`config.mk`:
```
export PLATFORM = sky130hd
export DESIGN_NAME = psg_tone_noise_envelope_flat
export DESIGN_NICKNAME = d
export VERILOG_FILES = /design/src/rtl/psg_pkg.sv /design/src/rtl/psg_in_if.sv /design/src/rtl/psg_out_if.sv /design/src/rtl/psg_tone_noise_envelope.sv /design/src/flat_wrapper.sv
export SDC_FILE = /design/constraint.sdc
export NUM_CORES = 1
export LEC_CHECK = 0
export ABC_AREA = 0
export BUFFER_PORTS_ARGS = -buffer_cell sky130_fd_sc_hd__buf_2
export CELL_PAD_IN_SITES_DETAIL_PLACEMENT = 2
export CELL_PAD_IN_SITES_GLOBAL_PLACEMENT = 2
export CORE_MARGIN = 2
export CORE_UTILIZATION = 44
export CTS_BUF_LIST = sky130_fd_sc_hd__clkbuf_16
export DETAILED_ROUTE_END_ITERATION = 10
export GPL_ROUTABILITY_DRIVEN = 0
export HOLD_SLACK_MARGIN = 0.06
export PLACE_DENSITY_LB_ADDON = 0.2
export SLEW_MARGIN = 30
export SYNTH_ARGS = -nofsm -noshare
export SYNTH_HDL_FRONTEND = slang
export SYNTH_SLANG_ARGS = --single-unit
```
`constraint.sdc`:
```
create_clock -name clk_i -period 5.78 [get_ports clk_i]
set_clock_uncertainty 0.1 [all_clocks]
set_input_delay 0.867 -clock clk_i [delete_from_list [all_inputs] [get_ports clk_i]]
set_output_delay 0.867 -clock clk_i [all_outputs]
set_load 0.05 [all_outputs]
```
`src/rtl/psg_pkg.sv`:
```
// Shared types and constants of the programmable sound generator.
package psg_pkg;

  typedef enum logic [1:0] {
    FUNC_ADDR  = 2'd0,
    FUNC_WRITE = 2'd1,
    FUNC_READ  = 2'd2,
    FUNC_TICK  = 2'd3
  } func_e;

  localparam int unsigned NumRegs     = 16;
  localparam int unsigned MaxChannels = 3;

  // Register map
  localparam logic [3:0] RegNoisePer = 4'd6;
  localparam logic [3:0] RegMixer    = 4'd7;
  localparam logic [3:0] RegVolBase  = 4'd8;
  localparam logic [3:0] RegEnvLo    = 4'd11;
  localparam logic [3:0] RegEnvHi    = 4'd12;
  localparam logic [3:0] RegShape    = 4'd13;

  // Shape register bits
  localparam int unsigned ShapeAttack = 1;
  localparam int unsigned ShapeAlt    = 2;
  localparam int unsigned ShapeHold   = 3;

  // Volume register bit that selects the envelope
  localparam int unsigned VolEnvSel = 4;

  localparam logic [16:0] NoiseSeed = 17'h10000;
  localparam logic [4:0]  EnvLast   = 5'd31;

endpackage

```
`src/rtl/psg_in_if.sv`:
```
// Request channel of the sound generator: function code and value byte.
interface psg_in_if;
  import psg_pkg::*;

  logic        valid;
  logic        ready;
  func_e       func;
  logic [7:0]  value;

  modport source (output valid, output func, output value, input ready);
  modport sink   (input valid, input func, input value, output ready);
endinterface

```
`src/rtl/psg_out_if.sv`:
```
// Result channel of the sound generator: read byte and channel levels.
interface psg_out_if;
  logic        valid;
  logic        ready;
  logic [7:0]  read_data;
  logic [3:0]  chan_a_level;
  logic [3:0]  chan_b_level;
  logic [3:0]  chan_c_level;
  logic [5:0]  mix_level;

  modport source (output valid, output read_data, output chan_a_level,
                  output chan_b_level, output chan_c_level, output mix_level,
                  input ready);
  modport sink   (input valid, input read_data, input chan_a_level,
                  input chan_b_level, input chan_c_level, input mix_level,
                  output ready);
endinterface

```
`src/rtl/psg_tone_noise_envelope.sv`:
```
// Top level of the three-channel tone, noise and envelope sound generator.
//
// Usage:
//   in_i carries one request per transfer: func selects an address-latch
//   write, a register write, a register read or one generator tick, and
//   value holds the address (low nibble) or the data byte.
//   out_o returns exactly one result per request: the read byte (zero for
//   anything but a read) and the channel levels and their sum as they stand
//   once the request has taken effect.
// Timing and throughput:
//   A request updates the register file, dividers, LFSR and envelope at the
//   edge it is accepted, and its result is loaded into the output register at
//   that same edge, so out_o.valid rises in the cycle after acceptance. One
//   request per cycle is sustained while out_o.ready stays high; the single
//   output register sets this, as the next request is taken in the cycle its
//   predecessor's result is transferred.
// Stalls:
//   While out_o.ready is low and a result is held, in_i.ready drops; the
//   held result stays stable until transferred.
// Reset:
//   rst_ni clears the register file, address latch, all dividers and the
//   envelope, and loads the noise LFSR with its seed. No result is pending.
module psg_tone_noise_envelope #(
  parameter int unsigned CHANNELS = 3
) (
  input  logic       clk_i,
  input  logic       rst_ni,
  psg_in_if.sink     in_i,
  psg_out_if.source  out_o
);
  import psg_pkg::*;

  logic [7:0]  reg_file_q [NumRegs];
  logic [7:0]  reg_file_d [NumRegs];
  logic [3:0]  addr_latch_q, addr_latch_d;
  logic [4:0]  noise_count_q, noise_count_d;
  logic [16:0] noise_shift_q, noise_shift_d;
  logic        noise_level_q, noise_level_d;
  logic [15:0] env_count_q, env_count_d;
  logic [4:0]  env_step_q, env_step_d;
  logic        env_hold_q, env_hold_d;
  logic        tone_level_d [MaxChannels];

  logic        in_fire;
  logic        do_tick;
  logic        out_valid_q;
  logic [7:0]  read_data_q, read_data_d;
  logic [3:0]  level_q [MaxChannels];
  logic [3:0]  level_d [MaxChannels];
  logic [5:0]  mix_q, mix_d;

  assign in_i.ready = !out_valid_q || out_o.ready;
  assign in_fire    = in_i.valid && in_i.ready;
  assign do_tick    = in_fire && (in_i.func == FUNC_TICK);

  // Register file and address latch
  always_comb begin
    reg_file_d   = reg_file_q;
    addr_latch_d = addr_latch_q;
    read_data_d  = 8'd0;
    if (in_fire) begin
      case (in_i.func)
        FUNC_ADDR:  addr_latch_d = in_i.value[3:0];
        FUNC_WRITE: reg_file_d[addr_latch_q] = in_i.value;
        FUNC_READ:  read_data_d = reg_file_q[addr_latch_q];
        default:    ;
      endcase
    end
  end

  // Tone dividers, one per implemented channel
  for (genvar g = 0; g < MaxChannels; g++) begin : g_tone
    if (g < CHANNELS) begin : g_on
      logic [11:0] count_q, count_d, period;
      logic        tone_q;

      assign period = {reg_file_q[2*g+1][3:0], reg_file_q[2*g]};

      always_comb begin
        count_d         = count_q;
        tone_level_d[g] = tone_q;
        if (do_tick) begin
          if (count_q == 12'd0) begin
            count_d         = (period == 12'd0) ? 12'd1 : period;
            tone_level_d[g] = !tone_q;
          end else begin
            count_d = count_q - 12'd1;
          end
        end
      end

      always_ff @(posedge clk_i or negedge rst_ni) begin
        if (!rst_ni) begin
          count_q <= '0;
          tone_q  <= 1'b0;
        end else begin
          count_q <= count_d;
          tone_q  <= tone_level_d[g];
        end
      end
    end else begin : g_off
      assign tone_level_d[g] = 1'b0;
    end
  end

  // Noise divider and LFSR
  always_comb begin
    noise_count_d = noise_count_q;
    noise_shift_d = noise_shift_q;
    noise_level_d = noise_level_q;
    if (do_tick) begin
      if (noise_count_q == 5'd0) begin
        noise_count_d = (reg_file_q[RegNoisePer][4:0] == 5'd0) ?
                        5'd1 : reg_file_q[RegNoisePer][4:0];
        noise_shift_d = {noise_shift_q[0] ^ noise_shift_q[3], noise_shift_q[16:1]};
        noise_level_d = noise_shift_d[0];
      end else begin
        noise_count_d = noise_count_q - 5'd1;
      end
    end
  end

  // Envelope divider and step
  logic [15:0] env_period;
  assign env_period = {reg_file_q[RegEnvHi], reg_file_q[RegEnvLo]};

  always_comb begin
    env_count_d = env_count_q;
    env_step_d  = env_step_q;
    env_hold_d  = env_hold_q;
    if (do_tick && !env_hold_q) begin
      if (env_count_q == 16'd0) begin
        env_count_d = (env_period == 16'd0) ? 16'd1 : env_period;
        if (env_step_q != EnvLast) begin
          env_step_d = env_step_q + 5'd1;
        end else if (reg_file_q[RegShape][ShapeHold]) begin
          env_hold_d = 1'b1;
          if (reg_file_q[RegShape][ShapeAlt]) begin
            env_step_d = EnvLast - env_step_q;
          end
        end else begin
          env_step_d = 5'd0;
        end
      end else begin
        env_count_d = env_count_q - 16'd1;
      end
    end
  end

  // Envelope amplitude from the updated step and shape
  logic [3:0] env_amp;
  logic [2:0] env_half;
  logic       shp_attack, shp_alt;

  assign env_half   = env_step_d[3:1];
  assign shp_attack = reg_file_d[RegShape][ShapeAttack];
  assign shp_alt    = reg_file_d[RegShape][ShapeAlt];

  always_comb begin
    if (!env_step_d[4]) begin
      env_amp = shp_attack ? {1'b0, env_half} : 4'd15 - {1'b0, env_half};
    end else if (shp_alt) begin
      env_amp = shp_attack ? 4'd15 - {1'b0, env_half} : {1'b0, env_half};
    end else begin
      env_amp = shp_attack ? 4'd15 : 4'd0;
    end
  end

  // Channel levels and mix
  always_comb begin
    logic [7:0] vol;
    logic [3:0] amp;
    logic       t_on, n_on;
    mix_d = 6'd0;
    for (int ch = 0; ch < MaxChannels; ch++) begin
      vol  = reg_file_d[RegVolBase + 4'(ch)];
      amp  = vol[VolEnvSel] ? env_amp : vol[3:0];
      t_on = !reg_file_d[RegMixer][ch] && tone_level_d[ch];
      n_on = !reg_file_d[RegMixer][ch+3] && noise_level_d;
      level_d[ch] = (ch < CHANNELS && (t_on || n_on)) ? amp : 4'd0;
      mix_d = mix_d + 6'(level_d[ch]);
    end
  end

  always_ff @(posedge clk_i or negedge rst_ni) begin
    if (!rst_ni) begin
      for (int i = 0; i < NumRegs; i++) begin
        reg_file_q[i] <= 8'd0;
      end
      addr_latch_q  <= '0;
      noise_count_q <= '0;
      noise_shift_q <= NoiseSeed;
      noise_level_q <= 1'b0;
      env_count_q   <= '0;
      env_step_q    <= '0;
      env_hold_q    <= 1'b0;
      out_valid_q   <= 1'b0;
    end else begin
      reg_file_q    <= reg_file_d;
      addr_latch_q  <= addr_latch_d;
      noise_count_q <= noise_count_d;
      noise_shift_q <= noise_shift_d;
      noise_level_q <= noise_level_d;
      env_count_q   <= env_count_d;
      env_step_q    <= env_step_d;
      env_hold_q    <= env_hold_d;
      if (in_fire) begin
        out_valid_q <= 1'b1;
      end else if (out_o.ready) begin
        out_valid_q <= 1'b0;
      end
    end
  end

  // Result register, loaded on every accepted request
  always_ff @(posedge clk_i) begin
    if (in_fire) begin
      read_data_q <= read_data_d;
      level_q     <= level_d;
      mix_q       <= mix_d;
    end
  end

  assign out_o.valid        = out_valid_q;
  assign out_o.read_data    = read_data_q;
  assign out_o.chan_a_level = level_q[0];
  assign out_o.chan_b_level = level_q[1];
  assign out_o.chan_c_level = level_q[2];
  assign out_o.mix_level    = mix_q;

  // Once held, the envelope is never released
  a_env_hold_sticky: assert property (@(posedge clk_i) disable iff (!rst_ni)
    env_hold_q |=> env_hold_q)
    else $error("envelope hold released");

  // The LFSR can never fall into the all-zero lock-up state
  a_lfsr_nonzero: assert property (@(posedge clk_i) disable iff (!rst_ni)
    noise_shift_q != 17'd0)
    else $error("noise LFSR reached zero");

  // Held mix must match the held channel levels
  a_mix_sum: assert property (@(posedge clk_i) disable iff (!rst_ni)
    out_valid_q |-> mix_q == 6'(level_q[0]) + 6'(level_q[1]) + 6'(level_q[2]))
    else $error("mix level does not match channel levels");

  // A non-read request yields a zero read byte
  a_read_zero: assert property (@(posedge clk_i) disable iff (!rst_ni)
    (in_fire && in_i.func != FUNC_READ) |=> read_data_q == 8'd0)
    else $error("read byte on non-read transfer");

  // Dividers and envelope only move on a tick
  a_tick_only: assert property (@(posedge clk_i) disable iff (!rst_ni)
    !do_tick |=> $stable(noise_shift_q) && $stable(env_step_q))
    else $error("generator state moved without a tick");

endmodule

```
`src/flat_wrapper.sv`:
```
// flat-port wrapper written by rule: the top's interface ports become plain ports
module psg_tone_noise_envelope_flat import psg_pkg::*;
#(
  parameter int unsigned CHANNELS = 3
)
  (clk_i, rst_ni, in_i_valid, in_i_func, in_i_value, in_i_ready, out_o_valid, out_o_read_data, out_o_chan_a_level, out_o_chan_b_level, out_o_chan_c_level, out_o_mix_level, out_o_ready);
  psg_in_if in_i_i ();
  psg_out_if out_o_i ();
  input  logic clk_i;
  input  logic rst_ni;
  input wire logic [$bits(in_i_i.valid)-1:0] in_i_valid;
  input wire logic [$bits(in_i_i.func)-1:0] in_i_func;
  input wire logic [$bits(in_i_i.value)-1:0] in_i_value;
  output wire logic [$bits(in_i_i.ready)-1:0] in_i_ready;
  output wire logic [$bits(out_o_i.valid)-1:0] out_o_valid;
  output wire logic [$bits(out_o_i.read_data)-1:0] out_o_read_data;
  output wire logic [$bits(out_o_i.chan_a_level)-1:0] out_o_chan_a_level;
  output wire logic [$bits(out_o_i.chan_b_level)-1:0] out_o_chan_b_level;
  output wire logic [$bits(out_o_i.chan_c_level)-1:0] out_o_chan_c_level;
  output wire logic [$bits(out_o_i.mix_level)-1:0] out_o_mix_level;
  input wire logic [$bits(out_o_i.ready)-1:0] out_o_ready;
  assign in_i_i.valid = in_i_valid;
  assign in_i_i.func = in_i_func;
  assign in_i_i.value = in_i_value;
  assign in_i_ready = in_i_i.ready;
  assign out_o_valid = out_o_i.valid;
  assign out_o_read_data = out_o_i.read_data;
  assign out_o_chan_a_level = out_o_i.chan_a_level;
  assign out_o_chan_b_level = out_o_i.chan_b_level;
  assign out_o_chan_c_level = out_o_i.chan_c_level;
  assign out_o_mix_level = out_o_i.mix_level;
  assign out_o_i.ready = out_o_ready;
  psg_tone_noise_envelope #(.CHANNELS(CHANNELS)) u_core (.clk_i(clk_i), .rst_ni(rst_ni), .in_i(in_i_i), .out_o(out_o_i));
endmodule
```
Word level (Yosys, flattened, before mapping)

Cells that the tools add are included.

Flip-flop bits (word level): 243
Bits of input ports: 14
Output and inout bits: 28

Add/subtract/negate cells: 10
Order comparisons: 2
Equality and inequality tests: 5
Muxes and demuxes: 44
Bitwise gates (word level): 3
Reductions and logical operators: 42

Operators with widths:

| operator                | number |
|---|---|
| $mux W70                | 2 |
| $bwmux W128             | 1 |
| $logic_not A12 Y1       | 6 |
| $mux W12                | 6 |
| $mux W4                 | 11 |
| $sub A12 B1 Y12 const B | 3 |
| $mux W5                 | 7 |
| $bmux W8 S4             | 1 |
| $demux W8 S4            | 1 |
| $logic_not A16 Y1       | 2 |
| $mux W16                | 2 |
| $mux W8                 | 3 |
| $sub A16 B1 Y16 const B | 1 |
| $logic_not A1 Y1        | 11 |
| $logic_and A1 B1 Y1     | 10 |
| $logic_not A5 Y1        | 2 |
| $mux W1                 | 10 |
| $add A6 B4 Y6           | 1 |
| $reduce_and A2 Y1       | 3 |
| $add A4 B4 Y5           | 1 |
| $add A5 B1 Y5 const B   | 1 |
| $ge A5 B5 Y1 const B    | 1 |
| $lt A5 B1 Y1 const B    | 1 |
| $ne A5 B5 Y1 const B    | 1 |
| other kinds (14)        | 18 |

Longest topological paths before layout

Depth after elaboration: 15
Depth in mapped cells: 18
Mapped depth without buffers: 18

Least setup slack after synthesis

OpenSTA, ideal clock, no wires.

Kind: in2reg
Start: input port in_i_func[1]
End: register u_core.mix_q[4], in the netlist u_core.out_o.mix_level[4] (data pin)
Setup time: 263 ps
Arrival: 4,414 ps
Data required time: 5,417 ps
Slack: 1,004 ps
Cell stages on the path: 14
Path buffers: 1
Cells stage by stage: buf_2 > nand3b_1 > nor4_4 > mux2i_2 > clkinv_2 > xnor2_1 > and3_4 > nor4_2 > ha_1 > fa_1 > fa_1 > a21o_1 > a21oi_1 > xor2_1

RTL lines:

| item                   | line                           | RTL |
|---|---|---|
| start: declaration     | flat_wrapper.sv:12             | `input wire logic [$bits(in_i_i.func)-1:0] in_i_func;` |
| end signal: assignment | psg_tone_noise_envelope.sv:220 | `mix_q <= mix_d;` |
| end: declaration       | psg_tone_noise_envelope.sv:50  | `logic [5:0] mix_q, mix_d;` |

==> impl_metrics.toml <==
[worst_setup_path]
worst_ep_required_time_ps = 5980
worst_setup_path_start_kind = "register"
path_class = "reg -> reg"
end_kind = "register"
critPathMaxFanout = 5
worst-r2r-cell-count = 16
worstPathArrival_ps = 5260

[sta]
setup_ws_ps = 721
rsz0062_at_grt = "false"
slew_headroom_pct = 31.3
setup_violations = 0
fmax_mhz = 198
hold_viol_final = 0
tns_ps = 0
period_minus_slack_ps = 5060
report.final.slew_viol_count = 0
worst_pin_slew_ps = 1030
final.period_utilization_pct = 87.5

[floorplanning]
die_area_sq_um = 28900
row_count = 60
io_pins = 42
die_h_microns = 170
die_w_microns = 170
initial_core_util_pct = 44.9
core_sq_um = 27000

[detailed_routing]
wl_per_cell_microns = 27.3
drtAntennaViolNets = 0
first_pass_iters = 4
drt_iter0_drc = 497
wl_met1_microns = 16200
met3_length_microns = 1550
vias = 8733
dr_wl_met2_microns = 19600
drc = 0
routed_via_density = 6.19
wl_microns = 38500
highest-signal-layer = "met4"

[clocking]
cts_hold_buf = 0
cts_setup_buffers = 0
clock_path_buffers = 3
insertion_delay_ps = 540
cts-buffers-inserted = 28
cts_tree = "done"
clock_sinks = 243
clkTransAtPathRegs_ps = 70
cts_resized = 0
cts_htree_levels = 1
cts_root_buf = "clkbuf_16"

[placed_design]
dp_slack_ps = 532
dp.final_hpwl_microns = 25600
port_buffers = 41
dp_cells = 1358

[cells_and_area]
final_common_cell = "dfrtp_1"
final_layout_size_suffix_gt1_share_pct = 28.7
finalNonFillerCells = 1410
syn_to_final_growth_pct = 12.9
fillCellCount = 2646
final_cell_mix = "214 x dfrtp_1, 143 x mux2_2, 73 x nor2_1, 67 x nand2_1, 57 x o21ai_0"
fin_nets = 1080

[yosys]
avgSynthCellArea_sq_um = 12.1
syn_area_sq_um = 12100
synthDistinctLibCells = 74
synth_ff_type = "dfrtp_1"
ys_ff_latch = 243
synth_edf_count = 26
synth_nets = 1031
ys_warn_count = 0
syn_inst = 998
ys_async_sr_fraction_pct = 89.3
synth_seq_area_share_pct = 51.2

[grt]
overflow = 0
grt_max_degree = 93
grt_pass1_wl_microns = 60600
grt_antenna_before_repair = 1
grt_pass1_vias = 9820
grtUsageTotal_pct = 27.8

[pwr]
peakVddDrop_v = 0.000212
powerDensity_nw_per_um2 = 452
p_leak_nw = 6.18
power.total_mw = 6.19

[job]
max_cap_viol_count = 0

[run_status]
status = "finished clean"

[min_path]
hold_class = "in -> async"
-- path summary, 6_finish.rpt --
path                                                  start                               end  slack, ps
max                        u_core.g_tone[1].g_on.count_q[0]         u_core.out_o.mix_level[5]        720
min                                                  rst_ni  u_core.g_tone[0].g_on.count_q[7]        200
max reg2reg                u_core.g_tone[1].g_on.count_q[0]         u_core.out_o.mix_level[5]        720
min reg2reg                    u_core.g_tone[0].g_on.tone_q      u_core.g_tone[0].g_on.tone_q        370
max in group asynchronous                            rst_ni          u_core.noise_shift_q[16]       4440
min in group clk_i             u_core.g_tone[0].g_on.tone_q      u_core.g_tone[0].g_on.tone_q        370
-- stage by stage --
step / util [%] / cell area [sq um] / hold slack (ps)
after floorplan: - / 12100 / 336
after global placement: 47.1 / 12700 / 349
after detailed placement: 47.2 / 12800 / 353
after CTS: 50.6 / 13700 / 212
after global routing: 50.7 / 13700 / 231
final: 50.7 / 13700 / 201
-- critical path, stage by stage, from the launching register on --
cell and delay, ps:
dfrtp_1 470, inv_1 140, ha_1 190, nand2b_1 180, nor4_1 580, nand2_1 270
nor2_1 270, xor2_1 260, a22oi_1 220, a311oi_1 600, fa_1 560, ha_1 310
a21o_1 190, a21oi_1 240, nor2b_1 80, nor2_1 90, nor2_1 50
-- power breakdown --
group	internal [mW]	switching, mW	leakage (nW)	total, mW
Combinational	0.763	0.951	2.57	1.71
Clock	1.06	0.725	0.487	1.78
Sequential	2.16	0.538	3.13	2.70
Total	3.98	2.21	6.18	6.19
-- per-layer routing --
layer / GRT usage [%] / vias up
li1: - / 3822
met1: 35.5 / 4652
met2: 48.6 / 188
met3: 4.21 / 71
met4: 9.10 / 0
met5: 0 / -
-- synth_stat cells, drive strengths merged, types with 5 or more instances --
cell type,count,area (sq um)
and3,5,37.5
nor4,29,254
nor2,73,274
a31oi,7,43.8
o31ai,7,52.6
nand2,68,258
nor2b,12,75.1
a22oi,7,52.6
nand3,21,118
o211ai,6,45.0
a21o,6,45.0
mux4,40,905
edfxtp,26,781
buf,11,53.8
nand2b,6,45.0
inv,28,105
mux2,143,1610
nor3,33,180
ha,17,213
dfrtp,216,5410
xor2,6,52.6
or2,5,31.3
o21ai,58,290
xnor2,10,95.1
o41ai,5,43.8
mux2i,22,224
clkbuf,28,105
a21oi,49,245
or3,6,37.5
-- sequential cells by signal, summed over array words and instances (netlist names), 3 cells and up --
signal,flops
u_core.out_o.chan_a_level,4
u_core.out_o.chan_c_level,4
u_core.out_o.read_data,8
u_core.out_o.mix_level,6
u_core.noise_count_q,5
u_core.g_tone.g_on.tone_q,3
u_core.g_tone.g_on.period,36
u_core.noise_shift_q,17
u_core.out_o.chan_b_level,4
u_core.reg_file_q,76
u_core.env_period,16
u_core.env_count_q,16
u_core.g_tone.g_on.count_q,36
u_core.env_step_q,5
u_core.addr_latch_q,4
-- cell families (layout without fill, tap and decap cells) --
| logic type | Yosys count | in the layout | share of synthesized area [%] |
|---|---|---|---|
| simple gates | 277 | 277 | 12.2 |
| flops | 243 | 243 | 51.2 |
| mux | 205 | 205 | 22.6 |
| compound gates | 170 | 170 | 8.48 |
| buf+inv | 68 | 138 | 2.22 |
| fa+ha+maj | 19 | 19 | 2.08 |
| xor+xnor | 16 | 16 | 1.22 |
| other cells | 0 | 1 | 0 |
-- cell type report --
| class | count | area [sq um] | area share, % |
|---|---|---|---|
| clock inverters | 21 | 163 | 1.19 |
| flip-flops and latches | 243 | 6210 | 45.4 |
| repair buffers | 58 | 375 | 2.74 |
| inverters | 29 | 110 | 0.804 |
| multi-input cells | 687 | 5650 | 41.2 |
| diodes | 1 | 2.50 | 0.0183 |
| clock buffers | 30 | 751 | 5.48 |
| well taps | 341 | 427 | 3.12 |
No activity file was read; power rests on OpenSTA's default activity.
